--- config.mk ---
export PLATFORM = sky130hd
export DESIGN_NAME = proximity_zone_dwell_controller
export DESIGN_NICKNAME = d
export VERILOG_FILES = /design/src/rtl/pzdc_pkg.sv /design/src/rtl/pzdc_cfg_regs.sv /design/src/rtl/pzdc_core.sv /design/src/rtl/proximity_zone_dwell_controller.sv
export VERILOG_INCLUDE_DIRS = /design/src /design/src/rtl
export SDC_FILE = /design/constraint.sdc
export NUM_CORES = 1
export LEC_CHECK = 0
export BUFFER_PORTS_ARGS = -buffer_cell sky130_fd_sc_hd__buf_4
export CORE_MARGIN = 1
export CORE_UTILIZATION = 50
export DETAILED_ROUTE_END_ITERATION = 8
export PLACE_DENSITY = 0.67
export SYNTH_ARGS = -nofsm -noshare
export SYNTH_HDL_FRONTEND = slang
export SYNTH_HIERARCHICAL = 1
export SYNTH_SLANG_ARGS = --single-unit
--- constraint.sdc ---
create_clock -name clk -period 8.4 [get_ports clk]
set_input_delay 0.84 -clock clk [delete_from_list [all_inputs] [get_ports clk]]
set_output_delay 0.84 -clock clk [all_outputs]
set_load 0.01 [all_outputs]
--- src/rtl/proximity_zone_dwell_controller_defines.svh ---
// ---------------------------------------------------------------------------
// Proximity zone dwell controller: assertion macros
// Shared concurrent assertion forms, clocked on clk with reset arst_n.
// ---------------------------------------------------------------------------
`ifndef PROXIMITY_ZONE_DWELL_CONTROLLER_DEFINES_SVH
`define PROXIMITY_ZONE_DWELL_CONTROLLER_DEFINES_SVH

// Checked only while out of reset.
`define PZDC_ASSERT(lbl, prop, msg) \
	lbl: assert property (@(posedge clk) disable iff (!arst_n) (prop)) else $error(msg);

// Checked at every edge, reset included.
`define PZDC_ASSERT_ALWAYS(lbl, prop, msg) \
	lbl: assert property (@(posedge clk) (prop)) else $error(msg);

`endif

--- src/rtl/pzdc_pkg.sv ---
// ---------------------------------------------------------------------------
// Proximity zone dwell controller package
// Zone codes, timer and register indexes, shared types and constants.
// ---------------------------------------------------------------------------
package pzdc_pkg;

	typedef enum logic [2:0] {
		ZONE_PERSONAL    = 3'd0,
		ZONE_PERS_SOCIAL = 3'd1,
		ZONE_SOCIAL      = 3'd2,
		ZONE_SOC_PUBLIC  = 3'd3,
		ZONE_PUBLIC      = 3'd4
	} zone_t;

	typedef enum logic {
		OP_MEASURE = 1'b0,
		OP_TICK    = 1'b1
	} op_t;

	typedef enum logic [1:0] {
		REG_DWELL_SOC_PUBLIC  = 2'd0,
		REG_DWELL_SOCIAL      = 2'd1,
		REG_DWELL_PERS_SOCIAL = 2'd2
	} reg_idx_t;

	localparam int DIST_W   = 16;
	localparam int CNT_W    = 16;
	localparam int TGT_W    = 12;
	localparam int NUM_TMR  = 3;

	typedef logic [1:0] tmr_idx_t;
	localparam tmr_idx_t TMR_SOC_PUBLIC  = 2'd0;
	localparam tmr_idx_t TMR_SOCIAL      = 2'd1;
	localparam tmr_idx_t TMR_PERS_SOCIAL = 2'd2;

	localparam logic [CNT_W-1:0] COUNT_MAX = '1;

	typedef struct packed {
		logic [CNT_W-1:0] dwell_pers_social;
		logic [CNT_W-1:0] dwell_social;
		logic [CNT_W-1:0] dwell_soc_public;
	} dwell_cfg_t;

	typedef struct packed {
		logic [TGT_W-1:0] desired_distance_mm;
		zone_t            desired_zone;
		logic             zone_changed;
		zone_t            previous_zone;
		zone_t            current_zone;
	} result_t;

endpackage

--- src/rtl/pzdc_cfg_regs.sv ---
// ---------------------------------------------------------------------------
// Dwell configuration registers
// Holds the three dwell limits written through the configuration channel.
// ---------------------------------------------------------------------------
module pzdc_cfg_regs (
	input  logic                clk,
	input  logic                arst_n,
	input  logic                cfg_valid,
	input  logic [1:0]          cfg_index,
	input  logic [15:0]         cfg_data,
	output pzdc_pkg::dwell_cfg_t dwell_cfg
);
	import pzdc_pkg::*;

	dwell_cfg_t cfg_q;

	always_ff @(posedge clk or negedge arst_n) begin
		if (!arst_n) begin
			cfg_q.dwell_soc_public  <= CNT_W'(5);
			cfg_q.dwell_social      <= CNT_W'(5);
			cfg_q.dwell_pers_social <= CNT_W'(5);
		end else if (cfg_valid) begin
			unique case (reg_idx_t'(cfg_index))
				REG_DWELL_SOC_PUBLIC:  cfg_q.dwell_soc_public  <= cfg_data;
				REG_DWELL_SOCIAL:      cfg_q.dwell_social      <= cfg_data;
				REG_DWELL_PERS_SOCIAL: cfg_q.dwell_pers_social <= cfg_data;
				default: ;
			endcase
		end
	end

	assign dwell_cfg = cfg_q;

endmodule

--- src/rtl/pzdc_core.sv ---
// ---------------------------------------------------------------------------
// Zone and dwell engine
// Classifies a measurement, updates zone, desired zone and dwell timers.
// ---------------------------------------------------------------------------
module pzdc_core (
	input  logic                 clk,
	input  logic                 arst_n,
	input  logic                 upd,
	input  logic                 op,
	input  logic [15:0]          distance_mm,
	input  pzdc_pkg::dwell_cfg_t dwell_cfg,
	output pzdc_pkg::result_t    result
);
	import pzdc_pkg::*;
	`include "proximity_zone_dwell_controller_defines.svh"

	zone_t            zone_q, zone_d;
	zone_t            tgt_q, tgt_d;
	zone_t            meas_zone;
	logic [CNT_W-1:0] cnt_q [NUM_TMR];
	logic [CNT_W-1:0] cnt_d [NUM_TMR];
	logic             run_q [NUM_TMR];
	logic             run_d [NUM_TMR];
	logic             changed;
	tmr_idx_t         step_tmr;
	logic [CNT_W-1:0] step_limit;
	zone_t            step_next;

	always_comb begin
		priority if (distance_mm > DIST_W'(4000)) meas_zone = ZONE_PUBLIC;
		else if (distance_mm > DIST_W'(3500))     meas_zone = ZONE_SOC_PUBLIC;
		else if (distance_mm > DIST_W'(2000))     meas_zone = ZONE_SOCIAL;
		else if (distance_mm > DIST_W'(1500))     meas_zone = ZONE_PERS_SOCIAL;
		else                                      meas_zone = ZONE_PERSONAL;
	end

	// Timer and limit that belong to the measured zone when it is held.
	always_comb begin
		step_next = zone_t'(meas_zone - 3'd1);
		unique case (meas_zone)
			ZONE_SOC_PUBLIC: begin
				step_tmr   = TMR_SOC_PUBLIC;
				step_limit = dwell_cfg.dwell_soc_public;
			end
			ZONE_SOCIAL: begin
				step_tmr   = TMR_SOCIAL;
				step_limit = dwell_cfg.dwell_social;
			end
			default: begin
				step_tmr   = TMR_PERS_SOCIAL;
				step_limit = dwell_cfg.dwell_pers_social;
			end
		endcase
	end

	always_comb begin
		zone_d  = zone_q;
		tgt_d   = tgt_q;
		cnt_d   = cnt_q;
		run_d   = run_q;
		changed = 1'b0;
		if (op_t'(op) == OP_TICK) begin
			for (int i = 0; i < NUM_TMR; i++) begin
				if (run_q[i] && cnt_q[i] != COUNT_MAX) begin
					cnt_d[i] = cnt_q[i] + CNT_W'(1);
				end
			end
		end else begin
			changed = (meas_zone != zone_q);
			zone_d  = meas_zone;
			if (changed) begin
				unique case (meas_zone)
					ZONE_PUBLIC: begin
						run_d[TMR_SOC_PUBLIC] = 1'b0;
						tgt_d = ZONE_SOC_PUBLIC;
					end
					ZONE_SOC_PUBLIC: begin
						cnt_d[TMR_SOC_PUBLIC] = '0;
						run_d[TMR_SOC_PUBLIC] = 1'b1;
						run_d[TMR_SOCIAL]     = 1'b0;
					end
					ZONE_SOCIAL: begin
						cnt_d[TMR_SOCIAL]      = '0;
						run_d[TMR_SOCIAL]      = 1'b1;
						run_d[TMR_PERS_SOCIAL] = 1'b0;
						run_d[TMR_SOC_PUBLIC]  = 1'b0;
					end
					ZONE_PERS_SOCIAL: begin
						cnt_d[TMR_PERS_SOCIAL] = '0;
						run_d[TMR_PERS_SOCIAL] = 1'b1;
						run_d[TMR_SOCIAL]      = 1'b0;
					end
					default: begin
						run_d[TMR_PERS_SOCIAL] = 1'b0;
					end
				endcase
			end else begin
				unique case (meas_zone)
					ZONE_PUBLIC: begin
						tgt_d = ZONE_SOC_PUBLIC;
					end
					ZONE_PERSONAL: begin
						run_d[TMR_PERS_SOCIAL] = 1'b0;
					end
					default: begin
						// Held zone: step closer once the dwell is met; a stopped timer is armed.
						if (tgt_q != step_next) begin
							if (run_q[step_tmr]) begin
								if (cnt_q[step_tmr] >= step_limit) begin
									tgt_d           = step_next;
									run_d[step_tmr] = 1'b0;
								end
							end else begin
								cnt_d[step_tmr] = '0;
								run_d[step_tmr] = 1'b1;
							end
						end
					end
				endcase
			end
		end
	end

	always_ff @(posedge clk or negedge arst_n) begin
		if (!arst_n) begin
			zone_q <= ZONE_PUBLIC;
			tgt_q  <= ZONE_SOC_PUBLIC;
			for (int i = 0; i < NUM_TMR; i++) begin
				cnt_q[i] <= '0;
				run_q[i] <= 1'b0;
			end
		end else if (upd) begin
			zone_q <= zone_d;
			tgt_q  <= tgt_d;
			cnt_q  <= cnt_d;
			run_q  <= run_d;
		end
	end

	always_comb begin
		result.current_zone  = zone_d;
		result.previous_zone = zone_q;
		result.zone_changed  = changed;
		result.desired_zone  = tgt_d;
		unique case (tgt_d)
			ZONE_PERSONAL:    result.desired_distance_mm = TGT_W'(500);
			ZONE_PERS_SOCIAL: result.desired_distance_mm = TGT_W'(1500);
			ZONE_SOCIAL:      result.desired_distance_mm = TGT_W'(2000);
			ZONE_SOC_PUBLIC:  result.desired_distance_mm = TGT_W'(3500);
			default:          result.desired_distance_mm = TGT_W'(4000);
		endcase
	end

	// The desired zone is never the public zone itself.
	`PZDC_ASSERT(a_tgt_not_public, tgt_q != ZONE_PUBLIC, "desired zone is public")
	`PZDC_ASSERT(a_tick_keeps_zone, (upd && op) |=> $stable(zone_q), "tick moved the zone")
	`PZDC_ASSERT(a_tick_keeps_tgt, (upd && op) |=> $stable(tgt_q), "tick moved desired zone")
	`PZDC_ASSERT(a_cnt_saturates,
		(upd && op && run_q[TMR_SOCIAL] && cnt_q[TMR_SOCIAL] == COUNT_MAX)
		|=> (cnt_q[TMR_SOCIAL] == COUNT_MAX), "dwell count wrapped")

endmodule

--- src/rtl/proximity_zone_dwell_controller.sv ---
// ---------------------------------------------------------------------------
// Proximity zone dwell controller
// Sorts distances into five zones and steps the desired zone on dwell.
// ---------------------------------------------------------------------------
// Channel   Direction  Payload
// s_*       in         tuser: op; tdata[15:0]: distance_mm
// m_*       out        tdata: zones, changed flag, desired distance (see port)
// cfg_*     in         cfg_index selects a dwell register, cfg_data its value
//
// One item per cycle unless m_tready stalls the output; a result passes the
// input register, then the result register behind the zone engine, before it
// is offered on m_*.
// The zone engine updates its state when an item moves to the result register.
// Reset clears zones, timers and both stages; dwell limits return to 5.
// A stalled m_tready holds the result and backs up through the input register.
// Configuration writes are taken in any cycle.
// ---------------------------------------------------------------------------
module proximity_zone_dwell_controller (
	input  logic        clk,
	input  logic        arst_n,
	input  logic        s_tvalid,
	output logic        s_tready,
	input  logic [15:0] s_tdata,   // [15:0] distance_mm
	input  logic        s_tuser,   // [0] op
	output logic        m_tvalid,
	input  logic        m_tready,
	output logic [23:0] m_tdata,   // [2:0] current_zone, [5:3] previous_zone,
	                               // [6] zone_changed, [9:7] desired_zone,
	                               // [21:10] desired_distance_mm, [23:22] zero
	input  logic        cfg_valid,
	output logic        cfg_ready,
	input  logic [1:0]  cfg_index,
	input  logic [15:0] cfg_data
);
	import pzdc_pkg::*;

	logic              s1_valid_q;
	logic              op_s1;
	logic [DIST_W-1:0] dist_s1;
	logic              out_valid_q;
	result_t           result;
	result_t           out_q;
	dwell_cfg_t        dwell_cfg;
	logic              advance;
	logic              s_accept;

	assign advance  = s1_valid_q && (!out_valid_q || m_tready);
	assign s_tready = !s1_valid_q || advance;
	assign s_accept = s_tvalid && s_tready;
	assign cfg_ready = 1'b1;

	always_ff @(posedge clk or negedge arst_n) begin
		if (!arst_n) begin
			s1_valid_q  <= 1'b0;
			out_valid_q <= 1'b0;
		end else begin
			if (s_accept) begin
				s1_valid_q <= 1'b1;
			end else if (advance) begin
				s1_valid_q <= 1'b0;
			end
			if (advance) begin
				out_valid_q <= 1'b1;
			end else if (m_tready) begin
				out_valid_q <= 1'b0;
			end
		end
	end

	always_ff @(posedge clk) begin
		if (s_accept) begin
			op_s1   <= s_tuser;
			dist_s1 <= s_tdata;
		end
		if (advance) begin
			out_q <= result;
		end
	end

	pzdc_cfg_regs u_cfg_regs (
		.clk       (clk),
		.arst_n    (arst_n),
		.cfg_valid (cfg_valid),
		.cfg_index (cfg_index),
		.cfg_data  (cfg_data),
		.dwell_cfg (dwell_cfg)
	);

	pzdc_core u_core (
		.clk         (clk),
		.arst_n      (arst_n),
		.upd         (advance),
		.op          (op_s1),
		.distance_mm (dist_s1),
		.dwell_cfg   (dwell_cfg),
		.result      (result)
	);

	assign m_tvalid = out_valid_q;
	assign m_tdata  = {2'b00, out_q};

endmodule

==> results of run 1 <==
-- how the worst min path moves through the flow --
stage,from,endpoint,slack [ps],depth (start not counted)
floorplan,u_core/cnt_q[47],u_core/cnt_q[47],460,1
finish,arst_n,u_core/cnt_q[42],330,1
CTS,arst_n,u_core/cnt_q[36],330,1
global route,arst_n,u_core/cnt_q[42],350,1
global placement,u_core/cnt_q[31],u_core/cnt_q[31],490,1
detailed placement,u_cfg_regs/dwell_cfg[39],u_cfg_regs/dwell_cfg[39],500,1
-- sequential cells by signal, summed over array words and instances (netlist names), named ones only --
signal                count
u_cfg_regs/dwell_cfg     48
u_core/cnt_q             48
m_tdata                  22
dist_s1                  16
u_core/tgt_q              3
u_core/zone_q             3
m_tvalid                  1
op_s1                     1
s1_valid_q                1
u_core/run_q              1
-- stage by stage --
step	util, %	hold slack [ps]	cell area, µm²	power (mW)
detailed placement	54.8	498	8700	1.32
CTS	58.7	330	9330	2.11
floorplan	-	464	8170	1.18
global placement	54.8	488	8700	1.30
global route	58.7	346	9330	2.20
finish	58.7	329	9330	2.10
-- critical path, delay by kind of cell (launching register included) --
kind,cells,cell delay (ps)
adder cells (fa/ha/maj),2,1310
flip-flops,1,390
AO/OA/AOI/OAI,8,2200
AND/OR/NAND/NOR,7,2510
buffers and inverters,1,420
-- placed cells by master (no fill, tap or decap), drive strengths merged, types with 5 or more instances in the layout --
| cell type | instances |
|---|---|
| and2 | 9 |
| clkbuf | 19 |
| o21ai | 83 |
| conb | 7 |
| mux2i | 21 |
| edfxtp | 39 |
| mux2 | 54 |
| a21oi | 32 |
| nand2b | 6 |
| o31ai | 15 |
| dfrtp | 98 |
| a21boi | 5 |
| ha | 24 |
| inv | 15 |
| nand2 | 66 |
| or3 | 7 |
| nand3 | 27 |
| clkinv | 7 |
| and3 | 18 |
| buf | 70 |
| nor2 | 55 |
| a31oi | 16 |
| or2 | 5 |
| nor3 | 20 |
| a221o | 15 |
| nand4 | 15 |
| dfstp | 9 |
| a21o | 7 |
-- cell type report --
cell class / instances / area, µm²
Clock buffer: 19 / 475
Clock inverter: 13 / 149
Fill cell: 1352 / 6560
Inverter: 14 / 52.6
Multi-Input combinational cell: 587 / 4000
Sequential cell: 146 / 3860
Tap cell: 216 / 270
Timing Repair Buffer: 70 / 526
-- routing by layer --
layer | track usage, % | wire [µm]
met1 | 34.7 | 9070
met2 | 40.3 | 9480
met3 | 3.77 | 1020
met4 | 10.3 | 338
met5 | 0 | 0
-- power groups by stage --
stage	sequential, mW	clock (mW)	combinational, mW
4_1_cts	0.928	0.797	0.380
3_5_place_dp	0.941	0	0.379
2_1_floorplan	0.912	0	0.272
5_1_grt	0.942	0.828	0.425
3_3_place_gp	0.938	0	0.362
6_report	0.930	0.786	0.381
-- logic make-up (layout without fill, tap and decap cells) --
family          Yosys count  count (layout)  share of synthesized area [%]
other cells               4               7                          0.184
xor+xnor                  4               4                          0.430
buf+inv                  59             116                           3.83
flops                   146             146                           47.3
fa+ha+maj                24              24                           3.68
mux                      75              75                           10.1
compound gates          224             224                           18.2
simple gates            253             253                           16.3
==> results.md, run 1 <==
* Outcome: complete, no violations
* Synth cell count leaders: dfrtp_1, nand2_1, o21ai_0
* Boundary pin count at 67
* Die X at 130 µm
* Total vias in the final route at 6579
* Residual DRC at 0
* Required @ worst endpoint at 8570 ps
* Cts bufs inserted at 17
* Relative slew margins at 26.2%
* Post_cts resized at 0
* Flop pwr share at 44.4%
* Post-synth top area share at 30.1%
* Synthesized area at 0.00816 mm²
* Setup TNS at 0 ps
* Site Rows at 46
* Worst setup EP type: flop
* Die Ht at 130 µm
* Reg-to-Reg Start: dist_s1[12]
* Total die area at 0.0168 mm²
* P_int at 1.48 mW
* Detail Route Antenna Nets at 0
* Layout Cells excl Fill at 1065
* Worst setup path endpoint: m_tdata[15]
* # diodes at 0
* Register area share after synthesis at 47.3%
* Reg2Reg Depth at 18
* Port Buffers at 63
* Ys async rst share at 73.3%
* Drt first pass iters at 5
* Minimum clock period at 7080 ps
* Routed len/inst at 18.7 µm
* Initial antenna violation count at 0
* Total Wirelength at 19900 µm
* #FFs+latches synth at 146
* Number of enable flip-flop cells after synthesis at 39
* Longest Clk Path Bufs at 2
* Worst vdd ir at 0.153 mV
* Fin Clk Skew at 8.35 ps
* Post-CTS Setup Repair Bufs at 0
* Final WS setup at 1320 ps
* Largest stage delay on the critical path at 960 ps
* Clk root buf: clkbuf_16
* Largest net degree at the start of global routing at 82
* Initial Util at 51.4%
* Worst hold path type: in -> async
* First-pass GRT wire length at 32900 µm
* Slowest-stage cell, CP: ha_1
* CTS Sinks at 146
* Post-layout nets at 900
* Post-synth cell types at 93
* Sw frac at 29.3%
* Hold-fix buffers, CTS at 0
* Startpoint class of the critical path: flop
* Placeable Area at 0.0159 mm²
* Inst Count DP at 1033
* Dominant cell type by area after synthesis: dfrtp_1
* R2R Path End: m_tdata[15]
* Setup crit start: dist_s1[12]
* Tcrit/Tclk final at 84.3%
* Clock transition at the registers of the reported paths at 70 ps
* Number of global-route vias before repair at 6390
* Most common cell in the netlist: dfrtp_1
* P&R area growth vs syn at 14.4%
* Place WS at 1420 ps
* CTS tree: yes
* Arr. time, crit path at 7250 ps
* Gate Count Post-Synth at 789
* Synth area leaders: dfrtp_1, edfxtp_1, mux2_2
* Finish-stage setup viols at 0
* Layout cells sized above 1 at 22.5%
* Crit-path cells: nor4_1 -> nand4_1 -> nand2_2 -> nand2_4 -> inv_2 -> ha_1 -> and2_1 -> a221o_1 -> o21ai_0 -> ha_1 -> nand4_1 -> a2111oi_0 -> a21boi_0 -> a2111oi_2 -> a311oi_1 -> nor3_2 -> a21boi_1 -> o21bai_1
* Worst-Skew Late Latency at 420 ps
* DR iter-0 viols at 527
* Reg-to-reg slack, setup at 1320 ps
* Mean post-synth cell area at 10.3 µm²
* Vias per cell at 6.18
* Worst-Margin Slew at 1110 ps
* GRT Overall Usage at 25.3%
* Switching power at 0.613 mW
* GR Overflow Total at 0
* Max-Cap Viols at 0
* Fmax at 141 MHz
* DP Wirelength at 14200 µm
* Final Hold Vio Count at 0
* H-tree levels at 4
* Comb pwr share at 18.2%
* GP Congestion at 0.887
* PD cells at 225 mW/mm²
* CP Class: reg -> reg
* LEAKAGE at 3.80 nW
* Prevailing post-synth register cell: dfrtp_1
* Final Max Slew Viols at 0
* Clock Power Share at 37.5%
* RSZ-0062 raised after global routing: false
* Yosys warns at 6
* Crit path max fanout at 55
(Power assumes the default switching activity.)
==> run 2, diff against run 1 <==
==> constraint.sdc (replaced) <==
create_clock -name clk -period 7.45 [get_ports clk]
set_input_delay 0.745 -clock clk [delete_from_list [all_inputs] [get_ports clk]]
set_output_delay 0.745 -clock clk [all_outputs]
set_load 0.01 [all_outputs]
==> results.md, run 2 (synthesis gave the netlist of run 1 again) <==
* Outcome: complete, no violations
* LEAKAGE at 3.77 nW (-0.75%)
* First-pass GRT wire length at 32700 µm (-0.59%)
* CTS Sinks at 146 (unchanged)
* Post-layout nets at 900 (unchanged)
* CTS tree: yes
* CP Class: reg -> reg
* Tcrit/Tclk final at 85.4% (+1.1 points)
* Finish-stage setup viols at 0 (unchanged)
* GRT Overall Usage at 25.2% (-0.063 points)
* Post_cts resized at 0 (unchanged)
* Total die area at 0.0168 mm² (unchanged)
* Fmax at 157 MHz (+11%)
* Startpoint class of the critical path: flop
* H-tree levels at 4 (unchanged)
* DR iter-0 viols at 541 (+2.7%)
* Die X at 130 µm (unchanged)
* Detail Route Antenna Nets at 0 (unchanged)
* Number of global-route vias before repair at 6391 (+0.016%)
* P&R area growth vs syn at 13.4%
* Crit path max fanout at 23 (-58%)
* Layout cells sized above 1 at 22.5% (unchanged)
* RSZ-0062 raised after global routing: false
* GP Congestion at 0.867 (-2.2%)
* Placed cell area at 0.00870 mm² (unchanged)
* Setup TNS at 0 ps (unchanged)
* PD cells at 247 mW/mm² (+9.8%)
* GR Overflow Total at 0 (unchanged)
* Final Max Slew Viols at 0 (unchanged)
* Total vias in the final route at 6564 (-0.23%)
* Hold-fix buffers, CTS at 0 (unchanged)
* Initial antenna violation count at 0 (unchanged)
* Die Ht at 130 µm (unchanged)
* Site Rows at 46 (unchanged)
* Largest net degree at the start of global routing at 82 (unchanged)
* Worst-Margin Slew at 1110 ps (+1.74 ps)
* Relative slew margins at 25.8% (-0.39 points)
* Longest Clk Path Bufs at 2 (unchanged)
* Slowest-stage cell, CP: nor2_1
* Final Hold Vio Count at 0 (unchanged)
* Worst hold path type: in -> async
* Worst setup EP type: flop
* Cts bufs inserted at 17 (unchanged)
* Reg-to-reg slack, setup at 1090 ps (-230 ps)
* Crit-path cells: nor4_1 -> nand4_1 -> nand2_2 -> nand2_4 -> inv_2 -> ha_1 -> inv_1 -> nor2_1 -> a221o_1 -> o21ai_0 -> ha_1 -> nand4_1 -> a2111oi_0 -> a21boi_0 -> a2111oi_2 -> a311oi_1 -> nor3_2 -> a21boi_1 -> o21bai_1
* Most frequent cells in the layout: dfrtp_1, buf_4, nand2_1
* Worst-Skew Late Latency at 430 ps (about the same)
* Arr. time, crit path at 6540 ps (-710 ps)
* Required @ worst endpoint at 7620 ps (-950 ps)
* Clock transition at the registers of the reported paths at 70 ps (about the same)
* Fin Clk Skew at 8.95 ps (+0.598 ps)
* DP Wirelength at 13900 µm (-2.0%)
* Routed len/inst at 18.8 µm (+0.52%)
* Boundary pin count at 67 (unchanged)
* Largest stage delay on the critical path at 630 ps (-330 ps)
* # diodes at 0 (unchanged)
* Placeable Area at 0.0159 mm² (unchanged)
* Pwr Total at 2.28 mW (+8.9%)
* Clk root buf: clkbuf_16
* Worst vdd ir at 0.182 mV (+18%)
* Residual DRC at 0 (unchanged)
* Total Wirelength at 20000 µm (+0.52%)
* Fin area at 0.00925 mm² (-0.82%)
* Minimum clock period at 6360 ps (-721 ps)
* Drt first pass iters at 5 (unchanged)
* Initial Util at 51.4% (unchanged)
* Port Buffers at 63 (unchanged)
* Max-Cap Viols at 0 (unchanged)
* Post-CTS Setup Repair Bufs at 0 (unchanged)
* Most common cell after layout, fill and taps aside: dfrtp_1
* Vias per cell at 6.16 (-0.23%)
==> run 2: cell type report <==
| class | count | area (µm²) |
|---|---|---|
| well taps | 216 | 270 |
| flip-flops and latches | 146 | 3860 |
| clock buffers | 17 | 425 |
| repair buffers | 70 | 526 |
| multi-input cells | 587 | 4000 |
| clock inverters | 15 | 123 |
| fillers | 1353 | 6630 |
| inverters | 14 | 52.6 |
==> run 2: power by group <==
part | switching [mW] | total, mW | internal [mW] | leakage, nW
combinational | 0.243 | 0.433 | 0.190 | 1.81
clock | 0.370 | 0.805 | 0.435 | 0.269
sequential | 0.101 | 1.05 | 0.944 | 1.69
total | 0.714 | 2.28 | 1.57 | 3.77
==> run 2: worst paths after layout <==
kind	depth (start not counted)	to	start
setup / recovery	19	m_tdata[15]	dist_s1[12]
hold / removal	1	u_core/cnt_q[40]	arst_n
setup reg to reg	19	m_tdata[15]	dist_s1[12]
hold reg to reg	1	u_cfg_regs/dwell_cfg[40]	u_cfg_regs/dwell_cfg[40]
max in group asynchronous	2	u_cfg_regs/dwell_cfg[19]	arst_n
min in group clk	1	dist_s1[4]	s_tdata[4]
==> run 2: worst max-delay path, delay by kind of cell, from the launching register on <==
family / cells / cell delay (ps)
AND/OR/NAND/NOR: 7 / 2290
AO/OA/AOI/OAI: 8 / 2170
adder cells (fa/ha/maj): 2 / 800
buffers and inverters: 2 / 450
flip-flops: 1 / 380
==> run 2: per-layer routing <==
layer	routed length, µm	GRT usage, %	vias up	share of wire [%]
li1	-	-	3077	-
met1	9050	34.0	3233	45
met2	9430	40.2	227	47
met3	1240	6.15	27	6.2
met4	282	7.87	0	1.4
met5	0	0	-	0
==> run 2: metrics by stage <==
step	instances	setup WS [ps]	util [%]	hold WS (ps)
detailed placement	1033	1140	54.8	490
CTS	1065	1120	58.2	237
global route	1065	545	58.2	250
global placement	1033	1400	54.8	488
finish	1065	1090	58.2	237
floorplan	792	1710	-	449
==> run 3, diff against run 2 <==
--- a/config.mk
+++ b/config.mk
@@ -8,9 +8,9 @@
 export LEC_CHECK = 0
 export BUFFER_PORTS_ARGS = -buffer_cell sky130_fd_sc_hd__buf_4
 export CORE_MARGIN = 1
-export CORE_UTILIZATION = 50
+export CORE_UTILIZATION = 55
 export DETAILED_ROUTE_END_ITERATION = 8
-export PLACE_DENSITY = 0.67
+export PLACE_DENSITY = 0.72
 export SYNTH_ARGS = -nofsm -noshare
 export SYNTH_HDL_FRONTEND = slang
 export SYNTH_HIERARCHICAL = 1
==> results.md, run 3 (synthesis gave the netlist of run 1 again) <==
* Outcome: complete, no violations
* LEAKAGE at 3.81 nW (+0.88%)
* Arr. time, crit path at 6740 ps (+200 ps)
* Worst-Skew Late Latency at 430 ps (about the same)
* Most common cell after layout, fill and taps aside: dfrtp_1
* DR iter-0 viols at 692 (+28%)
* Post-CTS Setup Repair Bufs at 0 (unchanged)
* Fmax at 152 MHz (-3.3%)
* Register area at 0.00386 mm² (unchanged)
* Tcrit/Tclk final at 88.3% (+2.9 points)
* Total vias in the final route at 6612 (+0.73%)
* P_int at 1.69 mW (+7.4%)
* Boundary pin count at 67 (unchanged)
* R2R Path End: m_tdata[15]
* Final Hold Vio Count at 0 (unchanged)
* Switching power at 0.690 mW (-3.3%)
* Clock Power Share at 37.7% (+2.4 points)
* Worst vdd ir at 0.192 mV (+6.0%)
* CTS tree: yes
* Site Rows at 44 (-4.3%)
* Finish-stage setup viols at 0 (unchanged)
* # diodes at 0 (unchanged)
* Post-layout nets at 898 (-0.22%)
* Die Ht at 124 µm (-4.6%)
* Residual DRC at 0 (unchanged)
* Worst-Margin Slew at 1250 ps (+142 ps)
* CTS Sinks at 146 (unchanged)
* Max-Cap Viols at 0 (unchanged)
* GRT Overall Usage at 27.8% (+2.6 points)
* Relative slew margins at 16.2% (-9.6 points)
* Cts bufs inserted at 17 (unchanged)
* GP Congestion at 0.904 (+4.2%)
* CP Class: reg -> reg
* Detail Route Antenna Nets at 0 (unchanged)
* Filler cells at 1168 (-14%)
* Sw frac at 29.0% (-2.2 points)
* Startpoint class of the critical path: flop
* Slowest-stage cell, CP: nor2_1
* Number of global-route vias before repair at 6442 (+0.80%)
* Crit-path cells: or4_4 -> a31o_1 -> nand2_2 -> nand2_4 -> inv_2 -> ha_1 -> inv_1 -> nor2_1 -> a221o_1 -> o21ai_0 -> ha_1 -> nand4_1 -> a2111oi_0 -> a21boi_0 -> a2111oi_2 -> a311oi_1 -> nor3_2 -> a21boi_1 -> o21bai_1
* Total Wirelength at 20200 µm (+1.2%)
* Worst hold path type: in -> async
* CP most frequent cell: ha_1
* H-tree levels at 4 (unchanged)
* Final Util at 64.1% (+5.8 points)
* Layout cells sized above 1 at 22.2% (-0.30 points)
* Fin Clk Skew at 15.6 ps (+6.62 ps)
* Minimum clock period at 6580 ps (+215 ps)
* Largest stage delay on the critical path at 740 ps (+110 ps)
* Area of the multi-input gates at 0.00400 mm² (unchanged)
* Largest net degree at the start of global routing at 60 (-27%)
* PD cells at 256 mW/mm² (+3.8%)
* First-pass GRT wire length at 32200 µm (-1.5%)
* Buf/Inv on CP at 2 (unchanged)
* Initial Util at 56.3% (+5.0 points)
* Post_cts resized at 0 (unchanged)
* Routed len/inst at 19.6 µm (+4.5%)
* Crit path max fanout at 23 (unchanged)
* Initial antenna violation count at 0 (unchanged)
* Crit path max-delay family: compound AO/OA/AOI/OAI gates
* Worst setup EP type: flop
* RSZ-0062 raised after global routing: false
* Hold-fix buffers, CTS at 0 (unchanged)
* Reg-to-Reg Start: dist_s1[12]
* Flop pwr share at 44.0% (-1.8 points)
* Die X at 124 µm (-4.6%)
* Vias per cell at 6.41 (+4.1%)
* Final Max Slew Viols at 0 (unchanged)
* Clock transition at the registers of the reported paths at 60 ps (about the same)
* Required @ worst endpoint at 7610 ps (about the same)
* GR Overflow Total at 0 (unchanged)
* Reg-to-reg slack, setup at 870 ps (-220 ps)
* Total die area at 0.0153 mm² (-8.9%)
* Comb pwr share at 18.3% (-0.7 points)
* DP Wirelength at 13800 µm (-0.33%)
* P&R area growth vs syn at 13.7%
* Setup TNS at 0 ps (unchanged)
* Port Buffers at 63 (unchanged)
* Reg2Reg Depth at 19 (unchanged)
* Most frequent cells in the layout: dfrtp_1, buf_4, nand2_1
* Drt first pass iters at 6 (+1)
* Longest Clk Path Bufs at 2 (unchanged)
* Placeable Area at 0.0145 mm² (-8.9%)
* Clk root buf: clkbuf_16
==> run 3: through the flow <==
stage / cells / power, mW / hold slack [ps] / instance area (µm²) / setup WS, ps
floorplan: 792 / 1.34 / 449 / 8170 / 1710
global placement: 999 / 1.46 / 486 / 8650 / 1280
detailed placement: 999 / 1.48 / 493 / 8650 / 1010
CTS: 1031 / 2.38 / 380 / 9280 / 965
global route: 1031 / 2.48 / 407 / 9280 / 283
finish: 1031 / 2.38 / 353 / 9280 / 871
==> run 3: power groups by stage <==
stage / Sequential (mW) / Clock [mW] / Combinational, mW
floorplan: 1.03 / 0 / 0.307
finish: 1.05 / 0.896 / 0.434
CTS: 1.04 / 0.907 / 0.430
detailed placement: 1.06 / 0 / 0.428
global placement: 1.05 / 0 / 0.411
global route: 1.06 / 0.944 / 0.478
==> run 3: layout make-up <==
cell class	instances	area share, %
well taps	184	2.48
inverters	14	0.567
flip-flops and latches	146	41.6
clock inverters	10	1.28
clock buffers	22	5.46
repair buffers	68	5.50
multi-input cells	587	43.1
==> run 3: worst max-delay path by stage <==
stage | cells past startpoint | slack, ps | end | start
final | 19 | 870 | m_tdata[15] | dist_s1[12]
after global routing | 19 | 280 | m_tdata[15] | dist_s1[13]
after CTS | 19 | 970 | m_tdata[15] | dist_s1[12]
after detailed placement | 19 | 1010 | m_tdata[15] | dist_s1[12]
after global placement | 19 | 1280 | m_tdata[15] | dist_s1[12]
after floorplan | 22 | 1710 | m_tdata[20] | dist_s1[12]
==> run 3: metal layers <==
metal  vias up  GRT usage (%)  routed length [µm]
li1       3069              -                   -
met1      3228           37.4                9000
met2       286           44.2                9530
met3        29           4.95                1360
met4         0           12.1                 344
met5         -              0                   0
